`src/rtl/core/b64c_pkg.sv`:
```
`timescale 1ns / 1ps
// ----------------------------------------------------------------------------
// b64c_pkg
// Shared types, character constants and alphabet conversions for the base64
// stream codec.
// ----------------------------------------------------------------------------
package b64c_pkg;

  localparam logic [7:0] CharUpperA = 8'h41;
  localparam logic [7:0] CharUpperZ = 8'h5A;
  localparam logic [7:0] CharLowerA = 8'h61;
  localparam logic [7:0] CharLowerZ = 8'h7A;
  localparam logic [7:0] CharZero   = 8'h30;
  localparam logic [7:0] CharNine   = 8'h39;
  localparam logic [7:0] CharPlus   = 8'h2B;
  localparam logic [7:0] CharSlash  = 8'h2F;
  localparam logic [7:0] CharPad    = 8'h3D;

  localparam logic ModeEncode = 1'b0;
  localparam logic ModeDecode = 1'b1;

  localparam logic [1:0] GrpEmpty = 2'd0;
  localparam logic [1:0] GrpOne   = 2'd1;
  localparam logic [1:0] GrpTwo   = 2'd2;
  localparam logic [1:0] GrpThree = 2'd3;

  // Results of one transaction, serialized one byte per cycle while the output is ready.
  typedef struct packed {
    logic [3:0][7:0] bytes;     // bytes[0] goes out first
    logic [1:0]      last_idx;  // index of the final byte
    logic            data;      // 0 for the empty end marker
    logic            eom;       // bundle closes the message
  } bundle_t;

  // 6-bit value to alphabet character.
  function automatic logic [7:0] sym_char(input logic [5:0] v);
    logic [7:0] w;
    w = {2'b00, v};
    if (v < 6'd26) begin
      return CharUpperA + w;
    end else if (v < 6'd52) begin
      return CharLowerA + (w - 8'd26);
    end else if (v < 6'd62) begin
      return CharZero + (w - 8'd52);
    end else if (v == 6'd62) begin
      return CharPlus;
    end else begin
      return CharSlash;
    end
  endfunction

  // Character to {bad, 6-bit value}; pad and non-alphabet characters are bad.
  function automatic logic [6:0] char_sym(input logic [7:0] c);
    logic [7:0] d;
    d = 8'h00;
    if (c >= CharUpperA && c <= CharUpperZ) begin
      d = c - CharUpperA;
      return {1'b0, d[5:0]};
    end else if (c >= CharLowerA && c <= CharLowerZ) begin
      d = c - CharLowerA + 8'd26;
      return {1'b0, d[5:0]};
    end else if (c >= CharZero && c <= CharNine) begin
      d = c - CharZero + 8'd52;
      return {1'b0, d[5:0]};
    end else if (c == CharPlus) begin
      return {1'b0, 6'd62};
    end else if (c == CharSlash) begin
      return {1'b0, 6'd63};
    end else begin
      return {1'b1, d[5:0]};
    end
  endfunction

endpackage

```
`src/rtl/core/b64c_in_if.sv`:
```
`timescale 1ns / 1ps
// ----------------------------------------------------------------------------
// b64c_in_if
// Input channel: one byte or character per transaction.
// ----------------------------------------------------------------------------
interface b64c_in_if;
  logic       valid;
  logic       ready;
  logic [7:0] data_byte;
  logic       last_of_message;

  modport source (output valid, output data_byte, output last_of_message, input ready);
  modport sink   (input valid, input data_byte, input last_of_message, output ready);
endinterface

```
`src/rtl/core/b64c_out_if.sv`:
```
`timescale 1ns / 1ps
// ----------------------------------------------------------------------------
// b64c_out_if
// Output channel: one result byte per transaction.
// ----------------------------------------------------------------------------
interface b64c_out_if;
  logic       valid;
  logic       ready;
  logic [7:0] out_byte;
  logic       out_valid;
  logic       last_of_run;
  logic       end_of_message;

  modport source (output valid, output out_byte, output out_valid, output last_of_run,
                  output end_of_message, input ready);
  modport sink   (input valid, input out_byte, input out_valid, input last_of_run,
                  input end_of_message, output ready);
endinterface

```
`src/rtl/core/b64c_serializer.sv`:
```
`timescale 1ns / 1ps
// ----------------------------------------------------------------------------
// b64c_serializer
// Two-slot bundle buffer (pending + active) that sends the bytes of each
// bundle one per output transaction.
// ----------------------------------------------------------------------------
module b64c_serializer (
  input  logic              clk_i,
  input  logic              rst_ni,
  input  logic              bnd_valid_i,
  output logic              bnd_ready_o,
  input  b64c_pkg::bundle_t bnd_i,
  b64c_out_if.source        out_if
);
  import b64c_pkg::*;

  bundle_t    pend_q, pend_d;
  bundle_t    act_q, act_d;
  logic       pend_v_q, pend_v_d;
  logic       act_v_q, act_v_d;
  logic [1:0] idx_q, idx_d;
  logic       at_last;
  logic       act_free;

  assign at_last     = (idx_q == act_q.last_idx);
  assign act_free    = !act_v_q || (out_if.ready && at_last);
  assign bnd_ready_o = !pend_v_q;

  assign out_if.valid          = act_v_q;
  assign out_if.out_byte       = act_q.bytes[idx_q];
  assign out_if.out_valid      = act_q.data;
  assign out_if.last_of_run    = at_last;
  assign out_if.end_of_message = act_q.eom && at_last;

  always_comb begin
    pend_d   = pend_q;
    pend_v_d = pend_v_q;
    act_d    = act_q;
    act_v_d  = act_v_q;
    idx_d    = idx_q;
    if (act_free) begin
      act_v_d = pend_v_q;
      idx_d   = 2'd0;
      if (pend_v_q) begin
        act_d    = pend_q;
        pend_v_d = 1'b0;
      end
    end else if (out_if.ready) begin
      idx_d = idx_q + 2'd1;
    end
    if (bnd_valid_i && bnd_ready_o) begin
      pend_d   = bnd_i;
      pend_v_d = 1'b1;
    end
  end

  always_ff @(posedge clk_i or negedge rst_ni) begin
    if (!rst_ni) begin
      pend_v_q <= 1'b0;
      act_v_q  <= 1'b0;
      idx_q    <= 2'd0;
    end else begin
      pend_v_q <= pend_v_d;
      act_v_q  <= act_v_d;
      idx_q    <= idx_d;
    end
  end

  always_ff @(posedge clk_i) begin
    pend_q <= pend_d;
    act_q  <= act_d;
  end

endmodule

```
`src/rtl/core/base64_stream_codec.sv`:
```
`timescale 1ns / 1ps
// Path: an accepted input's results are registered in the serializer's pending slot, then
//   move to its active slot, from which they leave on the output port.
// Throughput: one input per cycle while no bundle waits in the pending slot; each input's
//   results (0 to 4) leave one per output transaction, so encoding is limited by the single-byte output port.
// Reset: mode returns to encode, the partial group, stop flag and buffers are cleared.
// ----------------------------------------------------------------------------
// base64_stream_codec
// Streaming base64 encoder/decoder with a mode register; group logic is combinational on
// each input and its results are serialized by b64c_serializer.
// ----------------------------------------------------------------------------
module base64_stream_codec (
  input  logic       clk_i,
  input  logic       rst_ni,
  input  logic       cfg_we_i,
  input  logic       cfg_wdata_i,
  b64c_in_if.sink    in_if,
  b64c_out_if.source out_if
);
  import b64c_pkg::*;

  logic        mode_q, mode_d;
  logic [17:0] grp_q, grp_d;
  logic [1:0]  cnt_q, cnt_d;
  logic        stop_q, stop_d;

  logic        acc;
  logic        bnd_ready;
  logic        bnd_valid;
  bundle_t     bnd;
  logic [2:0]  n;
  logic [23:0] enc_bits;
  logic [1:0]  enc_cnt;
  logic [6:0]  sym;
  logic [23:0] dec_bits;
  logic [23:0] fb;

  assign in_if.ready = bnd_ready;
  assign acc         = in_if.valid && bnd_ready;

  always_comb begin
    mode_d     = mode_q;
    grp_d      = grp_q;
    cnt_d      = cnt_q;
    stop_d     = stop_q;
    n          = 3'd0;
    bnd.bytes  = '0;
    bnd.data   = 1'b1;
    bnd.eom    = in_if.last_of_message;
    fb         = 24'h0;
    enc_bits   = {grp_q[15:0], in_if.data_byte};
    enc_cnt    = cnt_q + 2'd1;
    sym        = char_sym(in_if.data_byte);
    dec_bits   = {grp_q, sym[5:0]};

    if (mode_q == ModeEncode) begin
      grp_d = enc_bits[17:0];
      cnt_d = enc_cnt;
      if (enc_cnt == GrpThree) begin
        bnd.bytes[0] = sym_char(enc_bits[23:18]);
        bnd.bytes[1] = sym_char(enc_bits[17:12]);
        bnd.bytes[2] = sym_char(enc_bits[11:6]);
        bnd.bytes[3] = sym_char(enc_bits[5:0]);
        n     = 3'd4;
        grp_d = '0;
        cnt_d = GrpEmpty;
      end else if (in_if.last_of_message) begin
        fb = (enc_cnt == GrpOne) ? {in_if.data_byte, 16'h0} : {enc_bits[15:0], 8'h0};
        bnd.bytes[0] = sym_char(fb[23:18]);
        bnd.bytes[1] = sym_char(fb[17:12]);
        bnd.bytes[2] = (enc_cnt == GrpTwo) ? sym_char(fb[11:6]) : CharPad;
        bnd.bytes[3] = CharPad;
        n = 3'd4;
      end
    end else begin
      if (!stop_q) begin
        if (sym[6]) begin
          stop_d = 1'b1;
        end else if (cnt_q == GrpThree) begin
          bnd.bytes[0] = dec_bits[23:16];
          bnd.bytes[1] = dec_bits[15:8];
          bnd.bytes[2] = dec_bits[7:0];
          n     = 3'd3;
          grp_d = '0;
          cnt_d = GrpEmpty;
        end else begin
          grp_d = dec_bits[17:0];
          cnt_d = enc_cnt;
        end
      end
      if (in_if.last_of_message && (cnt_d == GrpTwo || cnt_d == GrpThree)) begin
        fb = (cnt_d == GrpTwo) ? {grp_d[11:0], 12'h0} : {grp_d, 6'h0};
        bnd.bytes[0] = fb[23:16];
        bnd.bytes[1] = fb[15:8];
        n = {1'b0, cnt_d} - 3'd1;
      end
    end

    if (in_if.last_of_message) begin
      grp_d  = '0;
      cnt_d  = GrpEmpty;
      stop_d = 1'b0;
      if (n == 3'd0) begin
        n        = 3'd1;
        bnd.data = 1'b0;
      end
    end

    bnd.last_idx = 2'(n - 3'd1);
    bnd_valid    = acc && (n != 3'd0);

    if (!acc) begin
      grp_d  = grp_q;
      cnt_d  = cnt_q;
      stop_d = stop_q;
    end

    // mode write abandons any message in progress
    if (cfg_we_i) begin
      mode_d = cfg_wdata_i;
      grp_d  = '0;
      cnt_d  = GrpEmpty;
      stop_d = 1'b0;
    end
  end

  always_ff @(posedge clk_i or negedge rst_ni) begin
    if (!rst_ni) begin
      mode_q <= ModeEncode;
      grp_q  <= '0;
      cnt_q  <= GrpEmpty;
      stop_q <= 1'b0;
    end else begin
      mode_q <= mode_d;
      grp_q  <= grp_d;
      cnt_q  <= cnt_d;
      stop_q <= stop_d;
    end
  end

  b64c_serializer u_serializer (
    .clk_i       (clk_i),
    .rst_ni      (rst_ni),
    .bnd_valid_i (bnd_valid),
    .bnd_ready_o (bnd_ready),
    .bnd_i       (bnd),
    .out_if      (out_if)
  );

endmodule
```
`src/flat_wrapper.sv`:
```
// flat-port wrapper written by rule: the top's interface ports become plain ports
module base64_stream_codec_flat import b64c_pkg::*;
  (clk_i, rst_ni, cfg_we_i, cfg_wdata_i, in_if_valid, in_if_data_byte, in_if_last_of_message, in_if_ready, out_if_valid, out_if_out_byte, out_if_out_valid, out_if_last_of_run, out_if_end_of_message, out_if_ready);
  b64c_in_if in_if_i ();
  b64c_out_if out_if_i ();
  input  logic clk_i;
  input  logic rst_ni;
  input  logic cfg_we_i;
  input  logic cfg_wdata_i;
  input wire logic [$bits(in_if_i.valid)-1:0] in_if_valid;
  input wire logic [$bits(in_if_i.data_byte)-1:0] in_if_data_byte;
  input wire logic [$bits(in_if_i.last_of_message)-1:0] in_if_last_of_message;
  output wire logic [$bits(in_if_i.ready)-1:0] in_if_ready;
  output wire logic [$bits(out_if_i.valid)-1:0] out_if_valid;
  output wire logic [$bits(out_if_i.out_byte)-1:0] out_if_out_byte;
  output wire logic [$bits(out_if_i.out_valid)-1:0] out_if_out_valid;
  output wire logic [$bits(out_if_i.last_of_run)-1:0] out_if_last_of_run;
  output wire logic [$bits(out_if_i.end_of_message)-1:0] out_if_end_of_message;
  input wire logic [$bits(out_if_i.ready)-1:0] out_if_ready;
  assign in_if_i.valid = in_if_valid;
  assign in_if_i.data_byte = in_if_data_byte;
  assign in_if_i.last_of_message = in_if_last_of_message;
  assign in_if_ready = in_if_i.ready;
  assign out_if_valid = out_if_i.valid;
  assign out_if_out_byte = out_if_i.out_byte;
  assign out_if_out_valid = out_if_i.out_valid;
  assign out_if_last_of_run = out_if_i.last_of_run;
  assign out_if_end_of_message = out_if_i.end_of_message;
  assign out_if_i.ready = out_if_ready;
  base64_stream_codec u_core (.clk_i(clk_i), .rst_ni(rst_ni), .cfg_we_i(cfg_we_i), .cfg_wdata_i(cfg_wdata_i), .in_if(in_if_i), .out_if(out_if_i));
endmodule
```
`config.mk`:
```
export PLATFORM = sky130hd
export DESIGN_NAME = base64_stream_codec_flat
export DESIGN_NICKNAME = d
export VERILOG_FILES = /design/src/rtl/core/b64c_pkg.sv /design/src/rtl/core/b64c_in_if.sv /design/src/rtl/core/b64c_out_if.sv /design/src/rtl/core/b64c_serializer.sv /design/src/rtl/core/base64_stream_codec.sv /design/src/flat_wrapper.sv
export SDC_FILE = /design/constraint.sdc
export NUM_CORES = 1
export LEC_CHECK = 0
export CAP_MARGIN = 20
export CORE_MARGIN = 3
export CORE_UTILIZATION = 38
export CTS_BUF_LIST = sky130_fd_sc_hd__clkbuf_2
export DETAILED_ROUTE_END_ITERATION = 10
export DONT_BUFFER_PORTS = 1
export GPL_TIMING_DRIVEN = 0
export REMOVE_ABC_BUFFERS = 1
export SYNTH_ARGS = -nofsm -noshare
export SYNTH_HDL_FRONTEND = slang
export SYNTH_SLANG_ARGS = --single-unit
```
`constraint.sdc`:
```
create_clock -name clk_i -period 16 [get_ports clk_i]
set_input_delay 1.6 -clock clk_i [delete_from_list [all_inputs] [get_ports clk_i]]
set_output_delay 1.6 -clock clk_i [all_outputs]
set_load 0.03 [all_outputs]
```
==> results.yml, run 1 <==
status:
  status: "completed"
route:
  wl_per_cell_um: 21.0
  vias_per_cell: 6.09
  firstDrtPassIters: 6
  routed_wl_um: 25400
  drc_errors: 0
  dr_wl_met2_um: 11600
  dr_wl_met3_um: 1560
  wl_met1_um: 11400
  top_layer: "met5"
  drtAntennaViolNets: 0
  drt-initial-drc-count: 777
  dr_total_vias: 7345
flow_run:
  drv_cap: 0
timing:
  max-slew-margin-rel: 0.291
  fmax_mhz: 150
  skew_ns: 0.0365
  period_needed_ns: 6.69
  hold_violations: 0
  drv_slew: 0
  hold_slack_ns: 0.448
  setup-tns-final_ns: 0
  period_share: 0.418
  setup_violations: 0
  rsz0062_at_grt: "false"
  worst_slew_pin_slew_ns: 1.06
yosys:
  synth_seq_cells: 98
  syn_avg_cell_area_um2: 9.05
  synth_area_leader_cell: "edfxtp_1"
  synth.distinct_cells: 77
  yosys_most_used_dff: "edfxtp_1"
  syn_area_mm2: 0.00876
  synth_top_area_share: 0.247
  ys_warn_count: 0
  async_flop_share: 0.265
  seq_area_frac_synth: 0.321
  netlist_instances: 968
  yosysMostFrequentCell: "nand2_1"
  synth_edf_count: 72
  synth_area_leaders: "edfxtp_1, ha_1, dfrtp_1, nand2_1, a21oi_1"
  synthTopCellsByCount: "nand2_1, ha_1, edfxtp_1"
setup_path:
  critPathBufInv: 2
  cp-end-kind: "register"
  r2r-start: "u_core.cnt_q[0]"
  required_ns: 16.29
  cp_cell_sequence: "clkinv_1 > ha_1 > a21oi_2 > a311oi_4 > or3_4 > a211oi_2 > mux2i_1 > ha_1 > o21ai_0 > nand2_1 > nor3_2 > a21oi_1 > nor2b_1 > ha_1 > a31oi_4 > buf_12"
  path_delay_family: "compound AO/OA/AOI/OAI gates"
  cp_slowest_cell: "a211oi_2"
  crit_path_start: "in_if_data_byte[2]"
  crit_path_start_kind: "primary input"
  cp.arrival_ns: 6.98
  crit_fanout: 29
  path_class: "primary input to register"
  cpPeakStageDelay_ns: 0.65
  critPathMostFrequentCell: "ha_1"
die:
  core.rowCount: 54
  start_util: 0.394
  die_area_mm2: 0.0249
  die_x_um: 158
  io_pins: 28
  dieHeight_um: 158
  core_mm2: 0.0222
final_layout:
  drive_gt1_frac: 0.0669
  finalNonFillerCells: 1207
  fillers: 2227
  finalNetCount: 1016
  area_delta_synth_final_pct: 3.54
  antenna_cells: 0
clocking:
  htreeDepth: 3
  clkTransAtPathRegs_ns: 0.27
  cts_resized: 0
  clk_path_buf_depth: 2
  numCtsBuffers: 9
  post_cts_buffers: 0
  root_buffer: "clkbuf_2"
  cts_tree: "done"
  clkLatencyLatePin_ns: 0.57
  ctsHoldBuffers: 0
  clock_sinks: 98
place:
  hpwl_um: 18200
  port_buffers: 0
  post-place-cells: 1191
  gp_congestion: 0.890
pwr:
  worst_ir_drop_vdd_v: 0.0000556
  p_per_area_mw_per_mm2: 82.6
  p_leak_uw: 0.00337
global_route:
  antenna_found_initial: 2
  grt_max_degree: 32
  grtUsageTotal: 0.204
  grt_pass1_vias: 7115
  grt_pass1_wl_um: 40000
  overflow: 0
min_path:
  hp-start: "u_core.u_serializer.pend_q[24]"
  hp-class: "register to register"
-- worst register-to-register path, delay by kind of cell (launching register included) --
kind / cells / cell delay [ns]
muxes: 1 / 0.35
adders and majority gates: 3 / 1.05
buffers and inverters: 1 / 0.25
AOI/OAI and AO/OA: 4 / 1.64
DFF: 1 / 0.51
and+or+nand+nor: 3 / 0.95
-- kinds of logic after synthesis --
family	after synthesis	share of synthesized area
flops	98	0.321
buf+inv	106	0.0491
mux	35	0.0530
compound gates	303	0.238
xor+xnor	70	0.0700
fa+ha+maj	79	0.113
simple gates	277	0.156
-- flip-flops by register name (all words and copies together) (netlist names) --
signal / count
u_core.u_serializer.pend_q: 36
u_core.u_serializer.act_q: 35
u_core.grp_q: 18
u_core.cnt_q: 2
u_core.u_serializer.idx_q: 2
u_core.mode_q: 1
u_core.stop_q: 1
u_core.u_serializer.out_if.out_valid: 1
u_core.u_serializer.out_if.valid: 1
u_core.u_serializer.pend_v_q: 1
-- layer usage --
metal,vias to the layer above,track usage
li1,3507,-
met1,3521,0.275
met2,262,0.331
met3,51,0.0383
met4,4,0.0678
met5,-,0
-- where the power goes --
| part | switching [µW] | internal, µW |
|---|---|---|
| logic | 178 | 101 |
| registers | 35.9 | 320 |
| clock network | 90.0 | 24.1 |
| total | 303 | 446 |
-- worst paths after layout --
check,to,slack [ns],depth (start not counted)
worst max-delay path,u_core.u_serializer.pend_q[24],9.31,16
worst min-delay path,u_core.u_serializer.act_q[24],0.45,0
worst max register to register,u_core.u_serializer.pend_q[24],10.97,12
worst min register to register,u_core.u_serializer.act_q[24],0.45,0
max in group asynchronous,u_core.grp_q[0],15.23,0
min in group asynchronous,u_core.grp_q[8],0.66,0
-- cells in the final DEF (no fill, tap or decap), types with 8 or more instances in the layout --
cell type	count
nand2b_1	16
nand4_1	8
mux4_2	8
a21oi_1	67
nor2b_1	18
nand3_1	14
clkbuf_2	9
nand2_1	97
ha_1	79
a31oi_1	11
a22oi_1	23
a21o_1	11
xor2_1	35
nor3_1	19
edfxtp_1	72
mux2i_1	20
a221oi_1	12
xnor2_1	35
inv_1	40
a211oi_1	10
o211ai_1	15
o21a_1	8
nor2_1	52
dfrtp_1	26
o21ai_0	65
o22ai_1	10
-- metrics by stage --
stage	utilization	instance area [µm²]	total power, µW	setup WS, ns
global route	0.408	9070	793	8.97
finish	0.408	9070	749	9.31
floorplan	-	8490	562	8.52
detailed placement	0.403	8970	641	8.80
CTS	0.408	9070	752	9.45
global placement	0.398	8840	627	6.61
-- final cells by class --
| class | count | area [µm²] | share of cell area |
|---|---|---|---|
| Tap cell | 280 | 350 | 0.0386 |
| Sequential cell | 98 | 2810 | 0.310 |
| Timing Repair Buffer | 6 | 91.3 | 0.0101 |
| Multi-Input combinational cell | 764 | 5550 | 0.612 |
| Clock inverter | 7 | 61.3 | 0.00676 |
| Clock buffer | 9 | 45.0 | 0.00496 |
| Inverter | 43 | 161 | 0.0178 |
Note: power is estimated with default switching activity, not from simulation.
==> run 2, diff against run 1 <==
==> constraint.sdc (replaced) <==
create_clock -name clk_i -period 5.5 [get_ports clk_i]
set_input_delay 0.55 -clock clk_i [delete_from_list [all_inputs] [get_ports clk_i]]
set_output_delay 0.55 -clock clk_i [all_outputs]
set_load 0.03 [all_outputs]
==> run 2 against run 1 <==
Against the previous run: die area is the same; worst hold slack got worse by 0.38 ns; clock power grew to 2.9 times the previous value; cell count is 0.66% higher; sequential power grew to 2.9 times the previous value; critical path type unchanged; highest routed layer unchanged; cell area up 1.0%; total power rose to 2.9 times the previous value; combinational power rose to 2.9 times the previous value; non-clock buffer count up 8; critical path depth unchanged.
==> results.yml, run 2 (same netlist as run 1, synthesis figures left out) <==
global_route:
  grtUsageTotal: 0.203
  grt_pass1_wl_um: 40000
  grt_max_degree: 32
  grt_pass1_vias: 7114
  antenna_found_initial: 2
  overflow: 0
timing:
  period_share: 0.931
  period_needed_ns: 5.12
  skew_ns: 0.0290
  worst_slew_pin_slew_ns: 1.04
  setup_slack_ns: 0.381
  drv_slew: 0
  fmax_mhz: 195
  max-slew-margin-rel: 0.308
  setup_violations: 0
  rsz0062_at_grt: "false"
  hold_violations: 0
  hold_slack_ns: 0.0642
setup_path:
  path_class: "primary input to register"
  cp.arrival_ns: 5.41
  path_delay_family: "compound AO/OA/AOI/OAI gates"
  cp_slowest_cell: "or3_4"
  crit_path_start_kind: "primary input"
  cp_cell_sequence: "clkinv_1 > ha_1 > a21oi_2 > a311oi_4 > or3_4 > a211oi_4 > mux2i_1 > ha_1 > o21ai_1 > nand2_1 > nor3_4 > a21oi_1 > nor2b_1 > ha_1 > a31oi_4 > buf_12"
  critPathBufInv: 2
  required_ns: 5.79
  crit_fanout: 29
  critPathMostFrequentCell: "ha_1"
  cp-end-kind: "register"
  cpPeakStageDelay_ns: 0.52
final_layout:
  finalNetCount: 1024
  antenna_cells: 0
  final_cell_mix: "nand2_1, ha_1, edfxtp_1, a21oi_1, o21ai_0"
  top_regs: "u_core.u_serializer.pend_q: 36 flops, u_core.u_serializer.act_q: 35 flops, u_core.grp_q: 18 flops"
  largest_reg_flops: 36
  largest_register: "u_core.u_serializer.pend_q"
  final_common_cell: "nand2_1"
  area_delta_synth_final_pct: 4.63
  drive_gt1_frac: 0.0727
pwr:
  p_leak_uw: 0.00342
  intPower_uw: 1300
  sw_frac_of_total: 0.405
  p_per_area_mw_per_mm2: 239
  worst_ir_drop_vdd_v: 0.000161
  comb_power_share: 0.376
  power_frac_clock: 0.151
  power.switching_uw: 887
  power_frac_seq: 0.473
route:
  firstDrtPassIters: 7
  routed_wl_um: 25400
  drtAntennaViolNets: 0
  wl_per_cell_um: 20.9
  drc_errors: 0
  drt-initial-drc-count: 936
  vias_per_cell: 6.10
  dr_total_vias: 7412
clocking:
  cts_tree: "done"
  clkTransAtPathRegs_ns: 0.28
  clk_path_buf_depth: 2
  clkLatencyLatePin_ns: 0.57
  clock_sinks: 98
  htreeDepth: 3
  root_buffer: "clkbuf_2"
  numCtsBuffers: 9
die:
  core.rowCount: 54
  start_util: 0.394
  core_mm2: 0.0222
  dieHeight_um: 158
  io_pins: 28
  die_area_mm2: 0.0249
  die_x_um: 158
place:
  dpl_worst_slack_ns: -0.654
  gp_congestion: 0.890
  port_buffers: 0
  hpwl_um: 18200
flow_run:
  drv_cap: 0
status:
  status: "completed"
min_path:
  hp-class: "primary input to register"
## run 2: changes by cell type in the layout (fill, tap and decap cells not counted)
| cell | previous run | this run |
|---|---|---|
| nor3_2 | 1 | 0 |
| a21o_2 | 0 | 1 |
| a21o_1 | 11 | 10 |
| buf_12 | 2 | 3 |
| o21ai_1 | 2 | 3 |
| dlygate4sd3_1 | 0 | 3 |
| buf_4 | 1 | 5 |
| nor3_4 | 0 | 1 |
| o21ai_0 | 65 | 64 |
| a211oi_4 | 0 | 1 |
| a211oi_2 | 3 | 2 |
## run 2: timing repair
action                                  CTS  global route
setup buffers                             0             4
resized for setup                         1             3
endpoints found under the hold margin    28             1
gates cloned                              0             0
endpoints found under the setup margin    7            39
hold buffers                              3             1
pin swaps                                 0             1
## run 2: path summary, 6_finish.rpt
path,start,slack [ns],endpoint,depth (start not counted)
worst min register to register,u_core.u_serializer.pend_q[24],0.45,u_core.u_serializer.act_q[24],0
worst max-delay path,in_if_data_byte[2],0.38,u_core.u_serializer.pend_q[20],16
worst max register to register,u_core.cnt_q[0],0.95,u_core.u_serializer.pend_q[20],12
min in group asynchronous,rst_ni,0.37,u_core.u_serializer.idx_q[0],2
worst min-delay path,cfg_we_i,0.06,u_core.mode_q,2
max in group asynchronous,rst_ni,4.93,u_core.grp_q[2],2
## run 2: power by group through the flow
stage               registers (µW)  clock network (µW)  logic [µW]
finish                        1040                 330         823
global route                  1050                 368         898
CTS                           1040                 338         817
detailed placement            1060                   0         806
global placement              1060                   0         762
floorplan                     1020                   0         613
## run 2: through the flow
step,instance area (µm²),instances,power (µW),utilization,TNS (ns)
2_1_floorplan,8490,905,1640,-,-34.12
3_3_place_gp,8840,1185,1830,0.398,-105.33
3_5_place_dp,8970,1191,1860,0.403,-22.80
4_1_cts,9120,1210,2190,0.410,0
5_1_grt,9170,1215,2320,0.412,0
6_report,9170,1215,2190,0.412,0
## run 2: cell type report
cell class | count | area, µm²
Clock buffer | 9 | 45.0
Clock inverter | 7 | 61.3
Fill cell | 2217 | 13100
Inverter | 43 | 161
Multi-Input combinational cell | 764 | 5570
Sequential cell | 98 | 2810
Tap cell | 280 | 350
Timing Repair Buffer | 14 | 171
## run 2: worst register-to-register path, stage by stage, from the launching register on
cell	delay, ns
dfrtp_1	0.50
ha_1	0.49
a211oi_4	0.53
mux2i_1	0.30
ha_1	0.35
o21ai_1	0.34
nand2_1	0.20
nor3_4	0.44
a21oi_1	0.12
nor2b_1	0.18
ha_1	0.22
a31oi_4	0.33
buf_12	0.25
## run 2: routing by layer
layer  share of wire  vias up  wire length, µm  GRT usage
li1                -     3521                -          -
met1            0.45     3565            11400      0.276
met2            0.46      269            11700      0.332
met3           0.063       53             1610     0.0342
met4           0.027        4              679     0.0645
met5         0.00098        -               25          0
